File: config.mk
export PLATFORM = sky130hd
export DESIGN_NAME = bqc_div
export DESIGN_NICKNAME = d
export VERILOG_FILES = /design/src/rtl/core/bqc_div.sv
export SDC_FILE = /design/constraint.sdc
export NUM_CORES = 2
export LEC_CHECK = 0
export BUFFER_PORTS_ARGS = -buffer_cell sky130_fd_sc_hd__clkbuf_2
export CAP_MARGIN = 0
export CORE_MARGIN = 1.5
export CORE_UTILIZATION = 40
export DETAILED_ROUTE_END_ITERATION = 7
export SLEW_MARGIN = 10
export SYNTH_ARGS = -nofsm -noshare
export SYNTH_HDL_FRONTEND = slang
export SYNTH_MEMORY_MAX_BITS = 65536
export SYNTH_SLANG_ARGS = --single-unit
File: constraint.sdc
create_clock -name clk -period 5.1 [get_ports clk]
set_clock_uncertainty 0.1 [all_clocks]
set_input_delay 0.765 -clock clk [delete_from_list [all_inputs] [get_ports clk]]
set_output_delay 0.765 -clock clk [all_outputs]
set_load 0.03 [all_outputs]
File: src/rtl/core/bqc_div.sv
// ----------------------------------------------------------------------------
// bqc_div
// Pipelined restoring divider, one quotient bit per stage, with overflow flag.
// ----------------------------------------------------------------------------
`default_nettype none

module bqc_div #(
  parameter int DW = 37,
  parameter int VW = 16,
  parameter int QW = 37,
  parameter int SW = 1
) (
  input  logic           clk,
  input  logic           rst,
  input  logic           en,
  input  logic           in_valid,
  input  logic [DW-1:0]  dividend,
  input  logic [VW-1:0]  divisor,
  input  logic [SW-1:0]  in_side,
  output logic           out_valid,
  output logic [QW-1:0]  quotient,
  output logic           overflow,
  output logic [SW-1:0]  out_side
);

  localparam int RW = (DW > VW + QW) ? DW : VW + QW;

  logic           v    [QW+1];
  logic [RW-1:0]  rem  [QW+1];
  logic [VW-1:0]  dv   [QW+1];
  logic [QW-1:0]  quo  [QW+1];
  logic           ovf  [QW+1];
  logic [SW-1:0]  side [QW+1];
  logic [RW-1:0]  trial [QW];
  logic           ge    [QW];

  always_comb begin
    for (int j = 0; j < QW; j++) begin
      trial[j] = RW'(dv[j]) << (QW - 1 - j);
      ge[j]    = rem[j] >= trial[j];
    end
  end

  always_ff @(posedge clk) begin
    if (rst) begin
      for (int j = 0; j <= QW; j++) begin
        v[j] <= 1'b0;
      end
    end else if (en) begin
      v[0] <= in_valid;
      for (int j = 0; j < QW; j++) begin
        v[j+1] <= v[j];
      end
    end
  end

  always_ff @(posedge clk) begin
    if (en) begin
      rem[0]  <= RW'(dividend);
      dv[0]   <= divisor;
      quo[0]  <= '0;
      ovf[0]  <= RW'(dividend) >= (RW'(divisor) << QW);
      side[0] <= in_side;
      for (int j = 0; j < QW; j++) begin
        rem[j+1]  <= ge[j] ? rem[j] - trial[j] : rem[j];
        dv[j+1]   <= dv[j];
        quo[j+1]  <= {quo[j][QW-2:0], ge[j]};
        ovf[j+1]  <= ovf[j];
        side[j+1] <= side[j];
      end
    end
  end

  assign out_valid = v[QW];
  assign quotient  = quo[QW];
  assign overflow  = ovf[QW];
  assign out_side  = side[QW];

  a_rem_below_div: assert property (@(posedge clk) disable iff (rst)
    (out_valid && !overflow) |-> rem[QW] < RW'(dv[QW]))
    else $error("remainder not below divisor");

endmodule

`default_nettype wire

# --- Yosys cells after proc, flatten, opt, wreduce, memory -nomap -nowiden ---
# Memory sizes are Yosys's and may differ from the RTL's.
# Cells that the tools add are included.
op_classes:
  bitwise_logic: 38
  n_shift: 0
  magnitude_cmp: 38
  add_sub_neg: 37
  n_eq_ne: 0
  reduce_logical: 0
  multipliers: 0
  n_div: 0
  n_mux: 81
op_table:
  columns: ["op", "n"]
  rows:
  - ["$mux 53", 37]
  - ["$ge 37x53->1", 1]
  - ["$ge 53x16->1", 1]
  - ["$ge 53x17->1", 1]
  - ["$ge 53x18->1", 1]
  - ["$ge 53x19->1", 1]
  - ["$ge 53x20->1", 1]
  - ["$ge 53x21->1", 1]
  - ["$ge 53x22->1", 1]
  - ["$ge 53x23->1", 1]
  - ["$ge 53x24->1", 1]
  - ["$ge 53x25->1", 1]
  - ["$ge 53x26->1", 1]
  - ["$ge 53x27->1", 1]
  - ["$ge 53x28->1", 1]
  - ["$ge 53x29->1", 1]
  - ["$ge 53x30->1", 1]
  - ["$ge 53x31->1", 1]
  - ["$ge 53x32->1", 1]
  - ["$ge 53x33->1", 1]
  - ["$ge 53x34->1", 1]
  - ["$ge 53x35->1", 1]
  - ["$ge 53x36->1", 1]
  - ["$ge 53x37->1", 1]
  - ["other kinds (54)", 134]
word_totals:
  latch_bits: 0
  mem_count: 6
  ram_bits: 4142
  rom_bits: 0
  register_bits: 0
mem_list:
  columns: ["name", "words", "width", "read_ports", "rd_clocked_by_memory_dff", "write_ports", "line_no", "rtl"]
  rows:
  - ["rem", 38, 53, 37, 0, 38, "29", "logic [RW-1:0] rem [QW+1];"]
  - ["quo", 38, 37, 38, 0, 38, "31", "logic [QW-1:0] quo [QW+1];"]
  - ["dv", 38, 16, 37, 0, 38, "30", "logic [VW-1:0] dv [QW+1];"]
  - ["ovf", 38, 1, 38, 0, 38, "32", "logic ovf [QW+1];"]
  - ["side", 38, 1, 38, 0, 38, "33", "logic [SW-1:0] side [QW+1];"]
  - ["v", 38, 1, 38, 0, 38, "28", "logic v [QW+1];"]

# --- Logic depth before layout (Yosys ltp) ---
depth:
  word_depth: 4
  depth_mapped: 15
  ltp_nobuf: 14

# --- Worst setup path after synthesis ---
# No wires, ideal clock.
synth_path:
  kind: "register to register"
  start: "memory rem[4][160] in the netlist's numbering"
  end: "memory rem[4][239] in the netlist's numbering (data pin)"
  setup_ns: 0.271
  stages_incl_launch_ff: 15
  t_arrival_ns: 3.372
  n_path_buf: 1
  synth_period_minus_slack_ns: 3.744
  slack_ns: 1.356
  t_required_ns: 4.729
  cell_sequence: "edfxtp_1 inv_1 ha_1 inv_1 fa_1 a211oi_1 o21ai_0 a31o_2 o221ai_1 o221ai_1 a211o_1 or4_1 clkbuf_1 nor4_1 xor2_1"
synth_lines:
  columns: ["element", "line_no"]
  rows:
  - ["start: declaration", "29"]

==> flow_summary_export.csv <==
group,metric,value,unit
final_layout,final_util,45.5,%
cts,numCtsBuffers,365,
detailed_routing,detail-route-antenna-nets,0,
cts,clk_pin_slew_worst_paths,0.06,ns
sta,worst_pin_slew,1.26,ns
synthesis,ys_top_cells_by_count,"3,354 x edfxtp_1, 749 x inv_1, 706 x nor2_1",
power,finalPower,85.3,mW
setup_path,worstRegToRegCells,9,
detailed_routing,via_per_inst,5.31,
floorplan,core,0.376,sq mm
sta,finalSetupTns,0,ns
synthesis,yosysSeqAreaShare,66.5,%
setup_path,path_buf_inv,0,
synthesis,ys_types,96,
setup_path,critPathMostFrequentCell,"nor4_1",
final_layout,multi_input_area,0.0471,sq mm
sta,slew_headroom,15.9,%
hold_path,hold_depth,0,
final_layout,syn_to_final_growth,12.9,%
final_layout,final_layout_size_suffix_gt1_share,8.52,%
sta,rsz0062_at_grt,"no",
final_layout,fillers,33000,
power,p_leak,61.8,nW
sta,hold_viol,0,
synthesis,netlist_area,0.152,sq mm
cts,clock-sinks,3354,
cts,clock_latency,0.95,ns
detailed_routing,drc,0,
sta,finalCritPeriodShare,87.1,%
floorplan,die_w,619,microns
setup_path,cp_top_family,"simple AND/OR/NAND/NOR gates",
global_routing,grt_pass1_vias,89300,
synthesis,yosysTopAreaCell,"edfxtp_1",
synthesis,synth_top_area_share,66.5,%
setup_path,worstPathRequired,5.66,ns
setup_path,cp.arrival,5.01,ns
power,pwr_density_cell,498,mW/mm^2
synthesis,synthesis.nets,11900,
setup_path,slowest_delay,0.80,ns
sta,final.min_clock_period,4.44,ns
cts,htree_levels,5,
global_routing,antenna_found_initial,4,
run_status,status,"finished clean",
synthesis,synthCells,11200,
cts,post_cts.repair.setup_buffers,0,
floorplan,row_count,225,
placed_design,gp_congestion,0.899,
detailed_routing,vias,89600,
synthesis,synth_edf_count,3354,
setup_path,crit_path_end_kind,"register",
synthesis,yosysWarnings,0,
synthesis,synthArstFlopShare,0,%
run,cap_violations,0,
sta,setup_ws,0.656,ns
floorplan,initial_core_util,40.3,%
floorplan,die_area,0.383,sq mm
global_routing,grt_usage,17.3,%
detailed_routing,post_drt_wl_per_cell,20.0,microns
floorplan,die_h,619,microns
cts,clock-root-buffer,"clkbuf_16",
hold_path,hold_path_end,"rem[0][380]$_DFFE_PP_",
setup_path,cp-start-kind,"register",
setup_path,critical_path_class,"register to register",
setup_path,regToRegSetupSlack,0.66,ns
global_routing,gr-total-overflow,0,
setup_path,path_cells,"or4_1 -> nor4_2 -> a41oi_1 -> nand4b_1 -> a211oi_4 -> nor4_1 -> nand2_1 -> nor4_1 -> xor2_1",
setup_path,r2r-start,"rem[4][77]$_DFFE_PP_",
detailed_routing,dr.pass1.iters,6,
setup_path,crit_fanout,8,
cts,cts_tree,"done",
synthesis,synth_most_common_cell,"edfxtp_1",
sta,max_freq,225,MHz
detailed_routing,drtIter0Drc,7013,
sta,report.final.slew_viol_count,0,
setup_path,r2r_end,"rem[4][147]$_DFFE_PP_",
hold_path,hp-start,"rem[0][327]$_DFFE_PP_",
hold_path,hold_class,"register to register",
final_layout,seq_area,0.101,sq mm
synthesis,avgSynthCellArea,13.6,sq um
cts,clockBufferDepth,4,
detailed_routing,routed_wl,338000,microns
final_layout,fin_nets,12300,
synthesis,synth_area_leaders,"edfxtp_1 66%, ha_1 4.8%, xor2_1 3.2%",
synthesis,ys.flop_type,"edfxtp_1",
power,ir_worst_vdd,0.298,mV
setup_path,cpMaxStageDelayCell,"nor4_1",
floorplan,num_io_pins,98,
sta,finalSetupViolCount,0,
global_routing,grt_max_degree,176,
synthesis,synth_seq_cells,3354,
placed_design,place_ws,0.717,ns
global_routing,grt_pass1_wl,522000,microns
placed_design,hpwlAfterDp,247000,microns
placed_design,port_buffers,97,
==> flip-flops by register name, indices dropped and copies added (netlist names) <==
signal	flops
v	38
rem	1945
dv	592
quo	703
side	38
ovf	38
==> layer usage <==
| layer | wire length [microns] | vias to the layer above | track usage [%] |
|---|---|---|---|
| met1 | 145000 | 44100 | 22.2 |
| met2 | 166000 | 2099 | 30.1 |
| met5 | 0 | - | 0 |
| met4 | 12200 | 0 | 6.21 |
| li1 | - | 42800 | - |
| met3 | 13800 | 621 | 2.14 |
==> metrics by stage <==
step / instances / cell area (sq um) / hold slack, ns
2_1_floorplan: 11200 / 152000 / 0.300
3_3_place_gp: 16200 / 159000 / 0.300
3_5_place_dp: 16200 / 159000 / 0.305
4_1_cts: 16900 / 171000 / 0.211
5_1_grt: 16900 / 171000 / 0.250
6_report: 16900 / 171000 / 0.286
==> area by class of cell <==
class | instances | share of cell area (%)
sequential | 3354 | 58.8
tap | 4994 | 3.65
inverter | 751 | 1.65
clock inverter | 230 | 1.46
timing repair buffer | 275 | 1.34
multi-input combinational | 6858 | 27.5
antenna | 1 | 0.00146
clock buffer | 427 | 5.55
==> power by group <==
group / switching [mW] / leakage (nW) / total [mW] / internal, mW
registers: 3.16 / 32.4 / 38.8 / 35.7
logic: 11.7 / 23.5 / 20.1 / 8.39
clock network: 10.9 / 5.83 / 26.4 / 15.5
==> layout by cell type, fill, tap and decap left out, types with 40 or more instances in the layout <==
master / n
a21o_1: 206
and2_1: 70
inv_1: 749
or4_1: 90
o21bai_1: 50
nor3_1: 338
mux2_2: 131
nor2b_1: 109
a211oi_1: 44
o21a_1: 102
nand3b_1: 40
nor4_1: 337
buf_4: 97
clkbuf_2: 96
and3_1: 59
xnor2_1: 503
a21oi_1: 566
nand2b_1: 146
or3_1: 129
nor4b_1: 55
clkinv_1: 65
a31oi_1: 54
dlygate4sd3_1: 56
clkinv_2: 72
nor2_1: 703
nand2_1: 633
xor2_1: 550
or2_2: 57
bufinv_16: 42
o21ai_0: 484
clkbuf_16: 371
clkbuf_1: 56
o31ai_1: 47
ha_1: 578
nand4_1: 134
nand3_1: 172
edfxtp_1: 3354
==> timing repair <==
action,4_1_cts,5_1_grt
hold buffers,56,0
hold endpoints to repair,56,0
gates resized for setup,0,0
==> worst max path at each step <==
stage,from,endpoint,slack [ns],depth (start not counted)
global route,dv[4][1]$_DFFE_PP_,rem[4][98]$_DFFE_PP_,0.33,12
floorplan,rem[4][160]$_DFFE_PP_,rem[4][239]$_DFFE_PP_,1.36,14
CTS,rem[4][77]$_DFFE_PP_,rem[4][147]$_DFFE_PP_,0.72,9
global placement,rem[4][160]$_DFFE_PP_,rem[4][239]$_DFFE_PP_,0.72,13
detailed placement,rem[4][77]$_DFFE_PP_,rem[4][147]$_DFFE_PP_,0.72,9
finish,rem[4][77]$_DFFE_PP_,rem[4][147]$_DFFE_PP_,0.66,9
==> kinds of logic (layout without fill, tap and decap cells) <==
group | after synthesis | in the layout | share of synthesized area [%]
xor+xnor | 1053 | 1053 | 6.09
fa+ha+maj | 613 | 613 | 5.23
mux | 137 | 137 | 1.01
simple gates | 3218 | 3218 | 11.1
flops | 3354 | 3354 | 66.5
compound gates | 1837 | 1837 | 7.56
buf+inv | 971 | 1683 | 2.53
other cells | 0 | 1 | 0
(Power assumes the default switching activity.)
