File: src/rtl/core/bqc_pkg.sv
// ----------------------------------------------------------------------------
// bqc_pkg
// Shared types and constants of the biquad coefficient calculator.
// ----------------------------------------------------------------------------
`default_nettype none

package bqc_pkg;

  localparam int FX     = 30;
  localparam int W0W    = 30;
  localparam int TW     = 31;
  localparam int A0W    = 38;
  localparam int NUMW   = 39;
  localparam int MAGW   = 38;
  localparam int ALW    = 37;
  localparam int QEW    = 16;
  localparam int FREQW  = 16;
  localparam int COEF_W = 20;
  localparam int QBITS  = COEF_W + 1;
  localparam int NCOEF  = 5;
  localparam int NSTEP  = 6;
  localparam int NLANE  = 2;
  localparam int LANE_SIN = 0;
  localparam int LANE_COS = 1;

  localparam int QDEPTH = 4;
  localparam int QPW    = $clog2(QDEPTH);
  localparam int QCW    = $clog2(QDEPTH + 1);

  localparam logic [TW-1:0]    ONE      = 31'h4000_0000;
  localparam logic [TW-1:0]    PI_HALF  = 31'd1686629713;
  localparam logic [FREQW-1:0] FREQ_MAX = 16'd32768;
  localparam logic [15:0]      W0_RND   = 16'd32768;

  localparam longint RECIP_NUM = 64'h4000_0000;

  localparam logic [7:0] DIV_K [NLANE][NSTEP] = '{
    '{8'd156, 8'd110, 8'd72, 8'd42, 8'd20, 8'd6},
    '{8'd132, 8'd90,  8'd56, 8'd30, 8'd12, 8'd2}
  };

  localparam logic [W0W-1:0] DIV_M [NLANE][NSTEP] = '{
    '{W0W'(RECIP_NUM / 156), W0W'(RECIP_NUM / 110), W0W'(RECIP_NUM / 72),
      W0W'(RECIP_NUM / 42),  W0W'(RECIP_NUM / 20),  W0W'(RECIP_NUM / 6)},
    '{W0W'(RECIP_NUM / 132), W0W'(RECIP_NUM / 90),  W0W'(RECIP_NUM / 56),
      W0W'(RECIP_NUM / 30),  W0W'(RECIP_NUM / 12),  W0W'(RECIP_NUM / 2)}
  };

  localparam logic [QBITS-1:0]  SAT_POS  = QBITS'((64'd1 << (COEF_W - 1)) - 1);
  localparam logic [QBITS-1:0]  SAT_NEG  = QBITS'(64'd1 << (COEF_W - 1));
  localparam logic [COEF_W-1:0] COEF_MAX = COEF_W'((64'd1 << (COEF_W - 1)) - 1);
  localparam logic [COEF_W-1:0] COEF_MIN = COEF_W'(64'd1 << (COEF_W - 1));

  typedef enum logic [1:0] {
    KIND_LP = 2'd0,
    KIND_HP = 2'd1,
    KIND_BP = 2'd2,
    KIND_BS = 2'd3
  } kind_t;

  typedef struct packed {
    kind_t             kind;
    logic [FREQW-1:0]  freq;
    logic [QEW-1:0]    qe;
  } req_t;

  typedef struct packed {
    kind_t           kind;
    logic [QEW-1:0]  qe;
  } tside_t;

  typedef struct packed {
    kind_t           kind;
    logic [W0W-1:0]  s;
    logic [TW-1:0]   c;
  } aside_t;

endpackage

`default_nettype wire

File: src/rtl/core/bqc_front.sv
// ----------------------------------------------------------------------------
// bqc_front
// Accepts request items, clamps frequency and q, and queues them.
// ----------------------------------------------------------------------------
`default_nettype none

module bqc_front (
  input  logic                        clk,
  input  logic                        rst,
  input  logic                        req_valid,
  output logic                        req_ready,
  input  logic [1:0]                  kind,
  input  logic [bqc_pkg::FREQW-1:0]   freq,
  input  logic [bqc_pkg::QEW-1:0]     q,
  input  logic                        pop,
  output logic                        avail,
  output bqc_pkg::req_t               head
);

  bqc_pkg::req_t               mem [bqc_pkg::QDEPTH];
  bqc_pkg::req_t               item;
  logic [bqc_pkg::QPW-1:0]     wptr;
  logic [bqc_pkg::QPW-1:0]     rptr;
  logic [bqc_pkg::QCW-1:0]     count;
  logic                        full;
  logic                        push;

  assign full      = count == bqc_pkg::QCW'(bqc_pkg::QDEPTH);
  assign req_ready = !full;
  assign push      = req_valid && !full;
  assign avail     = count != '0;
  assign head      = mem[rptr];

  always_comb begin
    item.kind = bqc_pkg::kind_t'(kind);
    item.freq = (freq > bqc_pkg::FREQ_MAX) ? bqc_pkg::FREQ_MAX : freq;
    item.qe   = (q == '0) ? bqc_pkg::QEW'(1) : q;
  end

  always_ff @(posedge clk) begin
    if (push) begin
      mem[wptr] <= item;
    end
  end

  always_ff @(posedge clk) begin
    if (rst) begin
      wptr  <= '0;
      rptr  <= '0;
      count <= '0;
    end else begin
      if (push) begin
        wptr <= wptr + 1'b1;
      end
      if (pop) begin
        rptr <= rptr + 1'b1;
      end
      count <= count + bqc_pkg::QCW'(push) - bqc_pkg::QCW'(pop);
    end
  end

  a_pop_needs_item: assert property (@(posedge clk) disable iff (rst) pop |-> avail)
    else $error("queue popped while empty");
  a_push_pop_level: assert property (@(posedge clk) disable iff (rst)
    (push && pop) |=> count == $past(count))
    else $error("queue level moved on simultaneous push and pop");

endmodule

`default_nettype wire

File: config.mk
export PLATFORM = sky130hd
export DESIGN_NAME = bqc_front
export DESIGN_NICKNAME = d
export VERILOG_FILES = /design/src/rtl/core/bqc_pkg.sv /design/src/rtl/core/bqc_front.sv
export SDC_FILE = /design/constraint.sdc
export NUM_CORES = 1
export LEC_CHECK = 0
export BUFFER_PORTS_ARGS = -buffer_cell sky130_fd_sc_hd__clkbuf_2
export CAP_MARGIN = 20
export CORE_MARGIN = 2
export CORE_UTILIZATION = 57
export CTS_CLUSTER_DIAMETER = 150
export CTS_CLUSTER_SIZE = 12
export DETAILED_ROUTE_END_ITERATION = 10
export HOLD_SLACK_MARGIN = 0.15
export PLACE_DENSITY = 0.87
export REMOVE_ABC_BUFFERS = 1
export SYNTH_ARGS = -nofsm -noshare
export SYNTH_HDL_FRONTEND = slang
export SYNTH_SLANG_ARGS = --single-unit
File: constraint.sdc
create_clock -name clk -period 2.3 [get_ports clk]
set_clock_uncertainty 0.05 [all_clocks]
set_input_delay 0.46 -clock clk [delete_from_list [all_inputs] [get_ports clk]]
set_output_delay 0.46 -clock clk [all_outputs]
set_load 0.02 [all_outputs]
Word level (Yosys, flattened, before mapping):

Memories as Yosys holds them, arrays and structs flattened. A register that Yosys moved wholly into a read port is not among the register bits.
Index checks and enable logic that the tools add are counted.

* register bits after elaboration: 7
* latch bits: 0
* memory bits (writable): 136
* ROM bits: 0
* word-level logic and storage cells: 20
* memories: 1

* add/subtract/negate cells: 4
* multipliers: 0
* divide/modulo/power cells: 0
* $lt $le $gt $ge: 1
* eq/ne operators: 1
* shift operators: 0
* mux-type cells: 6
* bitwise logic cells: 0
* reduce and logical (&&, ||, !) cells: 4

Memories
* mem: depth 4, bits a word 34, rd ports 1, clocked after memory_dff 1, wr ports 1, RTL line bqc_front.sv:20 `bqc_pkg::req_t mem [bqc_pkg::QDEPTH];`

Operator list (count)
* 16-bit two-way mux: 2
* 16-bit greater-than comparator, second input constant: 1
* 16-bit logical NOT: 1
* 2-bit by 1-bit adder with 2-bit output, second input constant: 2
* 2-bit two-way mux: 2
* 3-bit by 1-bit adder with 3-bit output: 1
* 3-bit == test, second input constant: 1
* 3-bit nonzero test: 1
* 3-bit by 1-bit subtractor with 3-bit output: 1
* 1-bit two-way mux: 2
* 1-bit logical AND: 1
* 1-bit logical NOT: 1

Longest topological paths before layout:

Gate-level depths: netlist of the first run.

* word-level depth: 5
* gate-level depth with buffers: 11
* mapped depth without buffers: 11

Worst setup path before layout of the first run:

Ideal clock, no wire load.

* path kind: input to register
* from: input req_valid
* to: register count[2] (netlist name)
* setup time: 78 ps
* arrival time: 1993 ps
* required time: 2172 ps
* setup slack: 179 ps
* stages on the path: 10
* path buffers: 0
* cell sequence: a21boi_2 inv_1 ha_1 inv_1 ha_1 inv_1 fa_1 xor2_1 and2_1 nor3_1

* cells in the longest elaborated chain, start to end: 3

RTL lines
* start, declared: RTL line bqc_front.sv:10 `input logic req_valid,`
* 1-bit logical AND: RTL line bqc_front.sv:30 `assign push = req_valid && !full;`
* 3-bit by 1-bit adder with 3-bit output: RTL line bqc_front.sv:58 `count <= count + bqc_pkg::QCW'(push) - bqc_pkg::QCW'(pop);`
* 3-bit by 1-bit subtractor with 3-bit output: RTL line bqc_front.sv:58
* end signal, assigned: RTL line bqc_front.sv:58
* end, declared: RTL line bqc_front.sv:24 `logic [bqc_pkg::QCW-1:0] count;`

No other way between the ends.
A chain may end at the register's enable or synchronous reset.

==> results of run 1 <==
cell families (layout without fill, tap and decap cells):
logic type | count (synthesis) | in the layout | synth area share
muxes | 36 | 36 | 0.1432
DFF | 145 | 145 | 0.7612
AOI/OAI and AO/OA | 2 | 2 | 0.003797
xor gates and xnor gates | 3 | 3 | 0.004691
adders and majority gates | 7 | 7 | 0.01698
buffers and inverters | 31 | 140 | 0.03149
and+or+nand+nor | 39 | 39 | 0.03864
cells in the mapped netlist, types with 3 or more instances:
library cell | number | share of area
and2_1 | 5 | 0.0056
buf_12 | 3 | 0.011
buf_2 | 3 | 0.0027
clkbuf_1 | 19 | 0.013
dfxtp_1 | 9 | 0.032
edfxtp_1 | 136 | 0.73
ha_1 | 6 | 0.013
inv_1 | 5 | 0.0034
mux4_1 | 4 | 0.019
mux4_2 | 30 | 0.12
nor2_1 | 8 | 0.0054
nor2b_1 | 16 | 0.018
nor4_1 | 3 | 0.0034
cell type report:
| class | instances | area, um2 |
|---|---|---|
| Sequential cell | 145 | 4270 |
| Fill cell | 600 | 2606 |
| Multi-Input combinational cell | 87 | 1156 |
| Timing Repair Buffer | 103 | 862.1 |
| Clock buffer | 19 | 421.7 |
| Tap cell | 133 | 166.4 |
| Clock inverter | 13 | 137.6 |
| Inverter | 5 | 18.77 |
through the flow:
step | setup WS (ns) | total power, W
6_report | -0.02917 | 0.007145
5_1_grt | -0.1059 | 0.007431
4_1_cts | -0.08362 | 0.007092
3_5_place_dp | 0.05820 | 0.004481
3_3_place_gp | 0.1877 | 0.004431
2_1_floorplan | -0.5065 | 0.004033
layer usage:
layer | up-vias | part of all wire
met5 | - | 0
met4 | 0 | 0.0030
met3 | 4 | 0.058
met2 | 88 | 0.52
met1 | 1378 | 0.42
li1 | 1226 | -
state kept, by name, indices dropped and copies added, names as in the netlist, named ones only:
name and count:
mem 136, count 3, rptr 2, wptr 2
timing repair:
item / in CTS / in global routing
cloned: 1 / 1
gates resized for setup: 4 / 78
pin swaps: 0 / 0
endpoints found under the hold margin: 60 / 0
hold buffers: 15 / 0
buffers inserted: 1 / 0
endpoints found under the setup margin: 33 / 35
placed cells by master, fill, tap and decap left out, types with 2 or more instances in the layout:
cell           synthesis  layout
buf_4                  0       7
buf_12                 3       7
clkbuf_1              19       2
clkbuf_2               0      40
nor4_1                 3       3
xor2_1                 2       2
clkbuf_16              0      17
ha_1                   6       6
bufinv_16              0       2
dfxtp_1                9       6
and2_2                 0       4
nand2b_1               2       2
dfxtp_2                0       2
edfxtp_1             136     136
nor2b_1               16      16
nor2_1                 8       8
nand2_1                2       2
dlygate4sd3_1          0      15
inv_1                  5       5
inv_6                  0       2
buf_2                  3      13
mux4_2                30      34
clkinv_1               0       2
buf_6                  1      19
clkinvlp_4             0       7
worst paths after layout:
path / end / slack [ns] / cells past startpoint
worst max register to register: count[2]$_SDFF_PP0_ / 0.20 / 11
worst min register to register: rptr[0]$_SDFFE_PP0P_ / 0.49 / 2
worst min-delay path: mem[3][6]$_DFFE_PP_ / 0.17 / 1
worst max-delay path: head[1] / -0.03 / 3
worst max-delay path, stage by stage, from the launching register on:
cell	delay, ns
dfxtp_4	0.43
buf_12	0.17
mux4_2	0.52
buf_2	0.18
power by group:
| part | internal (W) | total (W) | switching, W |
|---|---|---|---|
| logic | 0.000605 | 0.00128 | 0.000677 |
| registers | 0.00321 | 0.00330 | 0.0000966 |
| clock network | 0.00154 | 0.00256 | 0.00102 |
==> results.yml, run 1 <==
run_status:
  outcome: "complete, but fails checks"
  violations: "negative setup slack"
critical_path:
  path_class: "reg2out"
  cp.arrival_ns: 1.82
  crit_path_start_kind: "flop"
  worst-path-max-fanout: 10
  reg2reg_from: "count[1]$_SDFF_PP0_"
  endpoint_kind: "output pin"
  worstPathRequired_ns: 1.79
layout:
  antenna_cells: 0
  postLayoutCellArea_um2: 7033
  final_util: 0.7296
  syn_to_final_growth_pct: 25.55
  final_net_count: 404
  drive_gt1_frac: 0.4301
  layout.cells.non_filler: 505
power_and_ir_drop:
  ir_worst_vdd_mv: 0.6431
  power.density_nw_per_um2: 1016
  p_leak_nw: 2.461
global_route:
  grt_remaining_overflow: 0
  grtUsageMet2: 0.3202
  gr-usage-met1: 0.2475
  top_usage_layer: "met2"
  met3_usage: 0.05898
  track_usage: 0.1938
  grt_pass1_wl_um: 14500
  antenna_found_initial: 0
  grt_pass1_vias: 2786
  grt_max_degree: 20
sta:
  layout_min_cycle_time_ns: 2.329
  max_slew_margin: 0.6815
  fin_tns_setup_ns: -0.2900
  period_share: 1.013
  setup_violations: 17
  hold_slack_ns: 0.1686
  finalHoldViolCount: 0
  worstMarginPinSlew_ns: 0.4778
  fin_ws_ns: -0.02917
  rsz0062_at_grt: "true"
  slew_violations: 0
  fmax_mhz: 429.3
place:
  port_buffers: 73
  post-place-cells: 456
  dpl-instance-area_um2: 6156
  hpwlAfterDp_um: 5766
  finalWeightedCongestion: 0.7106
clock_network:
  clock-sinks: 145
  clock_latency_ns: 0.51
  cts_buffers: 17
  tritoncts: "yes"
  cts_root_buf: "clkbuf_8"
  clk_path_buf_depth: 2
  clkSlewWorstSetupHoldPaths_ns: 0.06
  cts.htree.levels: 4
synthesis:
  async_flop_share: 0
  yosysSeqAreaShare: 0.7612
  ys_ff_latch: 145
  ys.warnings.count: 0
  synth_flop_cell: "edfxtp_1"
  avgSynthCellArea_um2: 21.30
  syn_area_um2: 5602
  synth_edf_count: 136
  synthDistinctLibCells: 25
  synth_cells: 263
die:
  die_h_um: 103.1
  core_region_area_um2: 9639
  pin_count: 74
  die_area_um2: 10640
  die_w_um: 103.1
  rows: 36
  start_util: 0.5811
min_path:
  min_from: "q[6]"
  hold_class: "in2reg"
drt:
  drcViolationCount: 0
  antenna_left: 0
  drtIter0Drc: 121
  first_pass_iters: 4
  wirelength_um: 9762
  vias: 2696
  vias_per_cell: 5.339
  wl_per_cell_um: 19.33
job:
  drv_cap: 0
Power figures use the tool's default switching activity.
==> run 2, diff against run 1 <==
--- a/config.mk
+++ b/config.mk
@@ -9,6 +9,7 @@
 export CAP_MARGIN = 20
 export CORE_MARGIN = 2
 export CORE_UTILIZATION = 57
+export CTS_BUF_LIST = sky130_fd_sc_hd__clkbuf_16
 export CTS_CLUSTER_DIAMETER = 150
 export CTS_CLUSTER_SIZE = 12
 export DETAILED_ROUTE_END_ITERATION = 10
==> results.yml, run 2 (synthesis results as in run 1) <==
layout:
  antenna_cells: 0
  fillers: 627
  regMostFlops: "mem"
  final_net_count: 387
  final_common_cell: "edfxtp_1"
  drive_gt1_frac: 0.4366
  mostFrequentLayoutCells: "136 x edfxtp_1, 72 x clkbuf_2, 31 x mux4_2, 17 x clkbuf_16, 16 x nor2b_1"
  syn_to_final_growth_pct: 20.17
  largest_register_ff_count: 136
  layout.cells.non_filler: 488
  reg_top3: "mem x136, count x3"
clock_network:
  clkSlewWorstSetupHoldPaths_ns: 0.06
  clock-sinks: 145
  clock_latency_ns: 0.41
  tritoncts: "yes"
  cts_buffers: 17
  cts.htree.levels: 4
  clk_path_buf_depth: 2
  cts_root_buf: "clkbuf_16"
min_path:
  hold_class: "in2reg"
drt:
  vias: 2600
  first_pass_iters: 4
  wl_per_cell_um: 18.73
  vias_per_cell: 5.328
  antenna_left: 0
  wirelength_um: 9138
  drtIter0Drc: 100
  drcViolationCount: 0
die:
  die_w_um: 103.1
  die_area_um2: 10640
  core_region_area_um2: 9639
  rows: 36
  die_h_um: 103.1
  start_util: 0.5811
  pin_count: 74
power_and_ir_drop:
  power.density_nw_per_um2: 1043
  p_leak_nw: 2.365
  ir_worst_vdd_mv: 0.6681
  total_power_w: 0.007024
sta:
  period_share: 0.9648
  max_slew_margin: 0.6961
  worstMarginPinSlew_ns: 0.4558
  slew_violations: 0
  fin_ws_ns: 0.08101
  setup_violations: 0
  finalHoldViolCount: 0
  fmax_mhz: 450.7
  layout_min_cycle_time_ns: 2.219
  rsz0062_at_grt: "false"
critical_path:
  crit_path_start_kind: "flop"
  path_class: "reg2out"
  worstPathRequired_ns: 1.79
  cp.arrival_ns: 1.71
  endpoint_kind: "output pin"
  worst-path-max-fanout: 15
global_route:
  track_usage: 0.1876
  grt_max_degree: 20
  antenna_found_initial: 0
  grt_pass1_wl_um: 13990
  grt_pass1_vias: 2686
  grt_remaining_overflow: 0
job:
  drv_cap: 0
run_status:
  outcome: "finished clean"
place:
  finalWeightedCongestion: 0.7106
  post-place-cells: 456
  preCtsSetupSlack_ns: 0.05820
  hpwlAfterDp_um: 5766
  port_buffers: 73
==> run 2: through the flow <==
step | hold slack, ns | util | area (um2) | setup TNS (ns)
2_1_floorplan | 0.4307 | - | 5444 | -14.52
5_1_grt | 0.2144 | 0.6983 | 6731 | 0
4_1_cts | 0.2067 | 0.6978 | 6726 | 0
3_3_place_gp | 0.4474 | 0.6386 | 6156 | 0
3_5_place_dp | 0.4743 | 0.6386 | 6156 | 0
6_report | 0.2196 | 0.6983 | 6731 | 0
==> run 2: per-layer routing <==
| metal | GRT usage | vias to the layer above | share of wire |
|---|---|---|---|
| met5 | 0 | - | 0 |
| met2 | 0.3072 | 83 | 0.51 |
| met4 | 0.05769 | 0 | 0.0082 |
| met1 | 0.2383 | 1316 | 0.43 |
| met3 | 0.06712 | 7 | 0.051 |
| li1 | - | 1194 | - |
==> run 2: final cells by class <==
type / instances / area [um2] / share of cell area
clock inverters: 15 / 145.1 / 0.02156
inverters: 5 / 18.77 / 0.002788
clock buffers: 17 / 425.4 / 0.06320
well taps: 133 / 166.4 / 0.02472
repair buffers: 86 / 538.0 / 0.07993
multi-input cells: 87 / 1167 / 0.1734
flip-flops and latches: 145 / 4270 / 0.6344
==> run 2: path summary, 6_finish.rpt <==
| kind | endpoint | depth (start not counted) | slack (ns) | startpoint |
|---|---|---|---|---|
| worst min-delay path | mem[2][32]$_DFFE_PP_ | 1 | 0.22 | kind[0] |
| worst max-delay path | head[22] | 3 | 0.08 | flop |
| worst max register to register | count[2]$_SDFF_PP0_ | 11 | 0.21 | count[1]$_SDFF_PP0_ |
| worst min register to register | rptr[0]$_SDFFE_PP0P_ | 2 | 0.49 | rptr[0]$_SDFFE_PP0P_ |
==> run 2: where the power goes <==
part	leakage [nW]	total (W)	switching (W)	internal (W)
Clock	0.262	0.00261	0.00102	0.00158
Sequential	1.33	0.00330	0.0000891	0.00321
Combinational	0.772	0.00112	0.000650	0.000470
Total	2.37	0.00702	0.00176	0.00526
==> run 2: timing repair <==
action	4_1_cts	5_1_grt
buffers inserted	0	0
resized for setup	0	5
hold buffers	0	0
endpoints found under the setup margin	0	4
==> run 2: worst max-delay path: stages (launching register included) <==
cell      delay, ns
dfxtp_4        0.37
buf_12         0.18
mux4_1         0.58
clkbuf_2       0.18
==> run 3, diff against run 2 <==
--- a/config.mk
+++ b/config.mk
@@ -5,13 +5,12 @@
 export SDC_FILE = /design/constraint.sdc
 export NUM_CORES = 1
 export LEC_CHECK = 0
-export BUFFER_PORTS_ARGS = -buffer_cell sky130_fd_sc_hd__clkbuf_2
+export BUFFER_PORTS_ARGS = -buffer_cell sky130_fd_sc_hd__buf_4
 export CAP_MARGIN = 20
 export CORE_MARGIN = 2
 export CORE_UTILIZATION = 57
 export CTS_BUF_LIST = sky130_fd_sc_hd__clkbuf_16
 export CTS_CLUSTER_DIAMETER = 150
-export CTS_CLUSTER_SIZE = 12
 export DETAILED_ROUTE_END_ITERATION = 10
 export HOLD_SLACK_MARGIN = 0.15
 export PLACE_DENSITY = 0.87
==> results.yml, run 3 (synthesis results as in run 1) <==
sta:
  max_slew_margin: 0.6999
  worstMarginPinSlew_ns: 0.4461
  setup_violations: 0
  fmax_mhz: 445.1
  slew_violations: 0
  period_share: 0.9768
  layout_min_cycle_time_ns: 2.247
  hold_slack_ns: 0.1957
  finalHoldViolCount: 0
  rsz0062_at_grt: "false"
  fin_tns_setup_ns: 0
layout:
  mostFrequentLayoutCells: "136 x edfxtp_1, 74 x buf_4, 30 x mux4_2, 18 x clkbuf_16, 16 x nor2b_1"
  layout.cells.non_filler: 488
  postLayoutCellArea_um2: 6949
  syn_to_final_growth_pct: 24.06
  regMostFlops: "mem"
  antenna_cells: 0
  final_net_count: 387
  final_common_cell: "edfxtp_1"
  drive_gt1_frac: 0.4366
  reg_top3: "mem x136, count x3"
  largest_register_ff_count: 136
place:
  hpwlAfterDp_um: 5668
  post-place-cells: 455
  finalWeightedCongestion: 0.7008
  dpl-instance-area_um2: 6331
  port_buffers: 73
critical_path:
  worstReg2RegEnd: "count[2]$_SDFF_PP0_"
  crit_path_start_kind: "flop"
  worstPathRequired_ns: 1.79
  reg2reg_from: "count[1]$_SDFF_PP0_"
  max_stage_delay_ns: 0.54
  worstPathCellList: "buf_12, mux4_2, buf_4"
  reg2reg_depth: 11
  crit_slowest_cell: "mux4_2"
  path_class: "reg2out"
  worst-path-max-fanout: 18
  ff2ff_setup_slack_ns: 0.20
  endpoint_kind: "output pin"
  cp.arrival_ns: 1.74
clock_network:
  postCtsSetupBuffers: 0
  clock_latency_ns: 0.41
  clock-sinks: 145
  cts_root_buf: "clkbuf_16"
  clkSlewWorstSetupHoldPaths_ns: 0.06
  cts_buffers: 17
  tritoncts: "yes"
  cts.htree.levels: 4
  clk_path_buf_depth: 2
  holdBufCountCts: 0
drt:
  wl_per_cell_um: 19.16
  vias: 2624
  drtIter0Drc: 147
  drcViolationCount: 0
  wirelength_um: 9348
  first_pass_iters: 4
  antenna_left: 0
  vias_per_cell: 5.377
global_route:
  grt_pass1_vias: 2815
  grt_max_degree: 28
  grt_remaining_overflow: 0
  grt_pass1_wl_um: 14280
  antenna_found_initial: 0
  track_usage: 0.1927
die:
  die_w_um: 103.1
  start_util: 0.5811
  die_area_um2: 10640
  rows: 36
  die_h_um: 103.1
  pin_count: 74
  core_region_area_um2: 9639
power_and_ir_drop:
  power.density_nw_per_um2: 1028
  ir_worst_vdd_mv: 0.6297
  total_power_w: 0.007143
  p_leak_nw: 2.433
job:
  drv_cap: 0
min_path:
  min_from: "kind[0]"
  min_path_cells: 1
  hold_class: "in2reg"
  holdPathEnd: "mem[0][32]$_DFFE_PP_"
run_status:
  outcome: "finished clean"
run 3: changes by cell type in the layout (fill, tap and decap cells not counted), moves of 3 or more:
cell	delta
clkbuf_2	-72
clkinv_2	+3
buf_4	+67
buf_6	+5
run 3: critical path, delay by kind of cell, from the launching register on:
kind / cells / cell delay, ns
DFF: 1 / 0.40
buffers and inverters: 2 / 0.38
muxes: 1 / 0.54
run 3: worst max path at each step:
stage / start / endpoint / slack [ns] / cells past startpoint
detailed placement: req_valid / count[2]$_SDFF_PP0_ / 0.09 / 11
floorplan: flop / head[22] / -0.51 / 1
global route: flop / head[19] / 0.001 / 3
finish: flop / head[19] / 0.05 / 3
global placement: req_valid / count[2]$_SDFF_PP0_ / 0.19 / 11
CTS: flop / head[23] / 0.02 / 3
run 3: final cells by class:
class	instances	area, um2
multi-input cells	87	1166
well taps	133	166.4
fillers	602	2690
clock inverters	15	145.1
repair buffers	86	757.0
flip-flops and latches	145	4270
clock buffers	17	425.4
inverters	5	18.77
run 3: report_power, final:
part | switching [W] | leakage [nW] | internal, W | total (W)
Sequential | 0.0000894 | 1.33 | 0.00321 | 0.00330
Combinational | 0.000660 | 0.835 | 0.000596 | 0.00126
Clock | 0.00101 | 0.266 | 0.00158 | 0.00259
Total | 0.00176 | 2.43 | 0.00538 | 0.00714
run 3: what timing repair did:
action | in CTS | in global routing
hold endpoints to repair | 0 | 0
resized for setup | 0 | 7
endpoints found under the setup margin | 0 | 4
run 3: stage by stage:
| step | util | setup WS [ns] |
|---|---|---|
| after floorplan | - | -0.5065 |
| after global placement | 0.6568 | 0.1850 |
| after detailed placement | 0.6568 | 0.08687 |
| after CTS | 0.7160 | 0.01570 |
| after global routing | 0.7209 | 0.001392 |
| final | 0.7209 | 0.05343 |
run 3: routing by layer:
metal | routed length, um | part of all wire | up-vias | GRT usage
li1 | - | - | 1201 | -
met1 | 3950 | 0.42 | 1333 | 0.2409
met2 | 4821 | 0.52 | 75 | 0.3132
met3 | 437 | 0.047 | 15 | 0.06102
met4 | 138 | 0.015 | 0 | 0.08502
met5 | 0 | 0 | - | 0
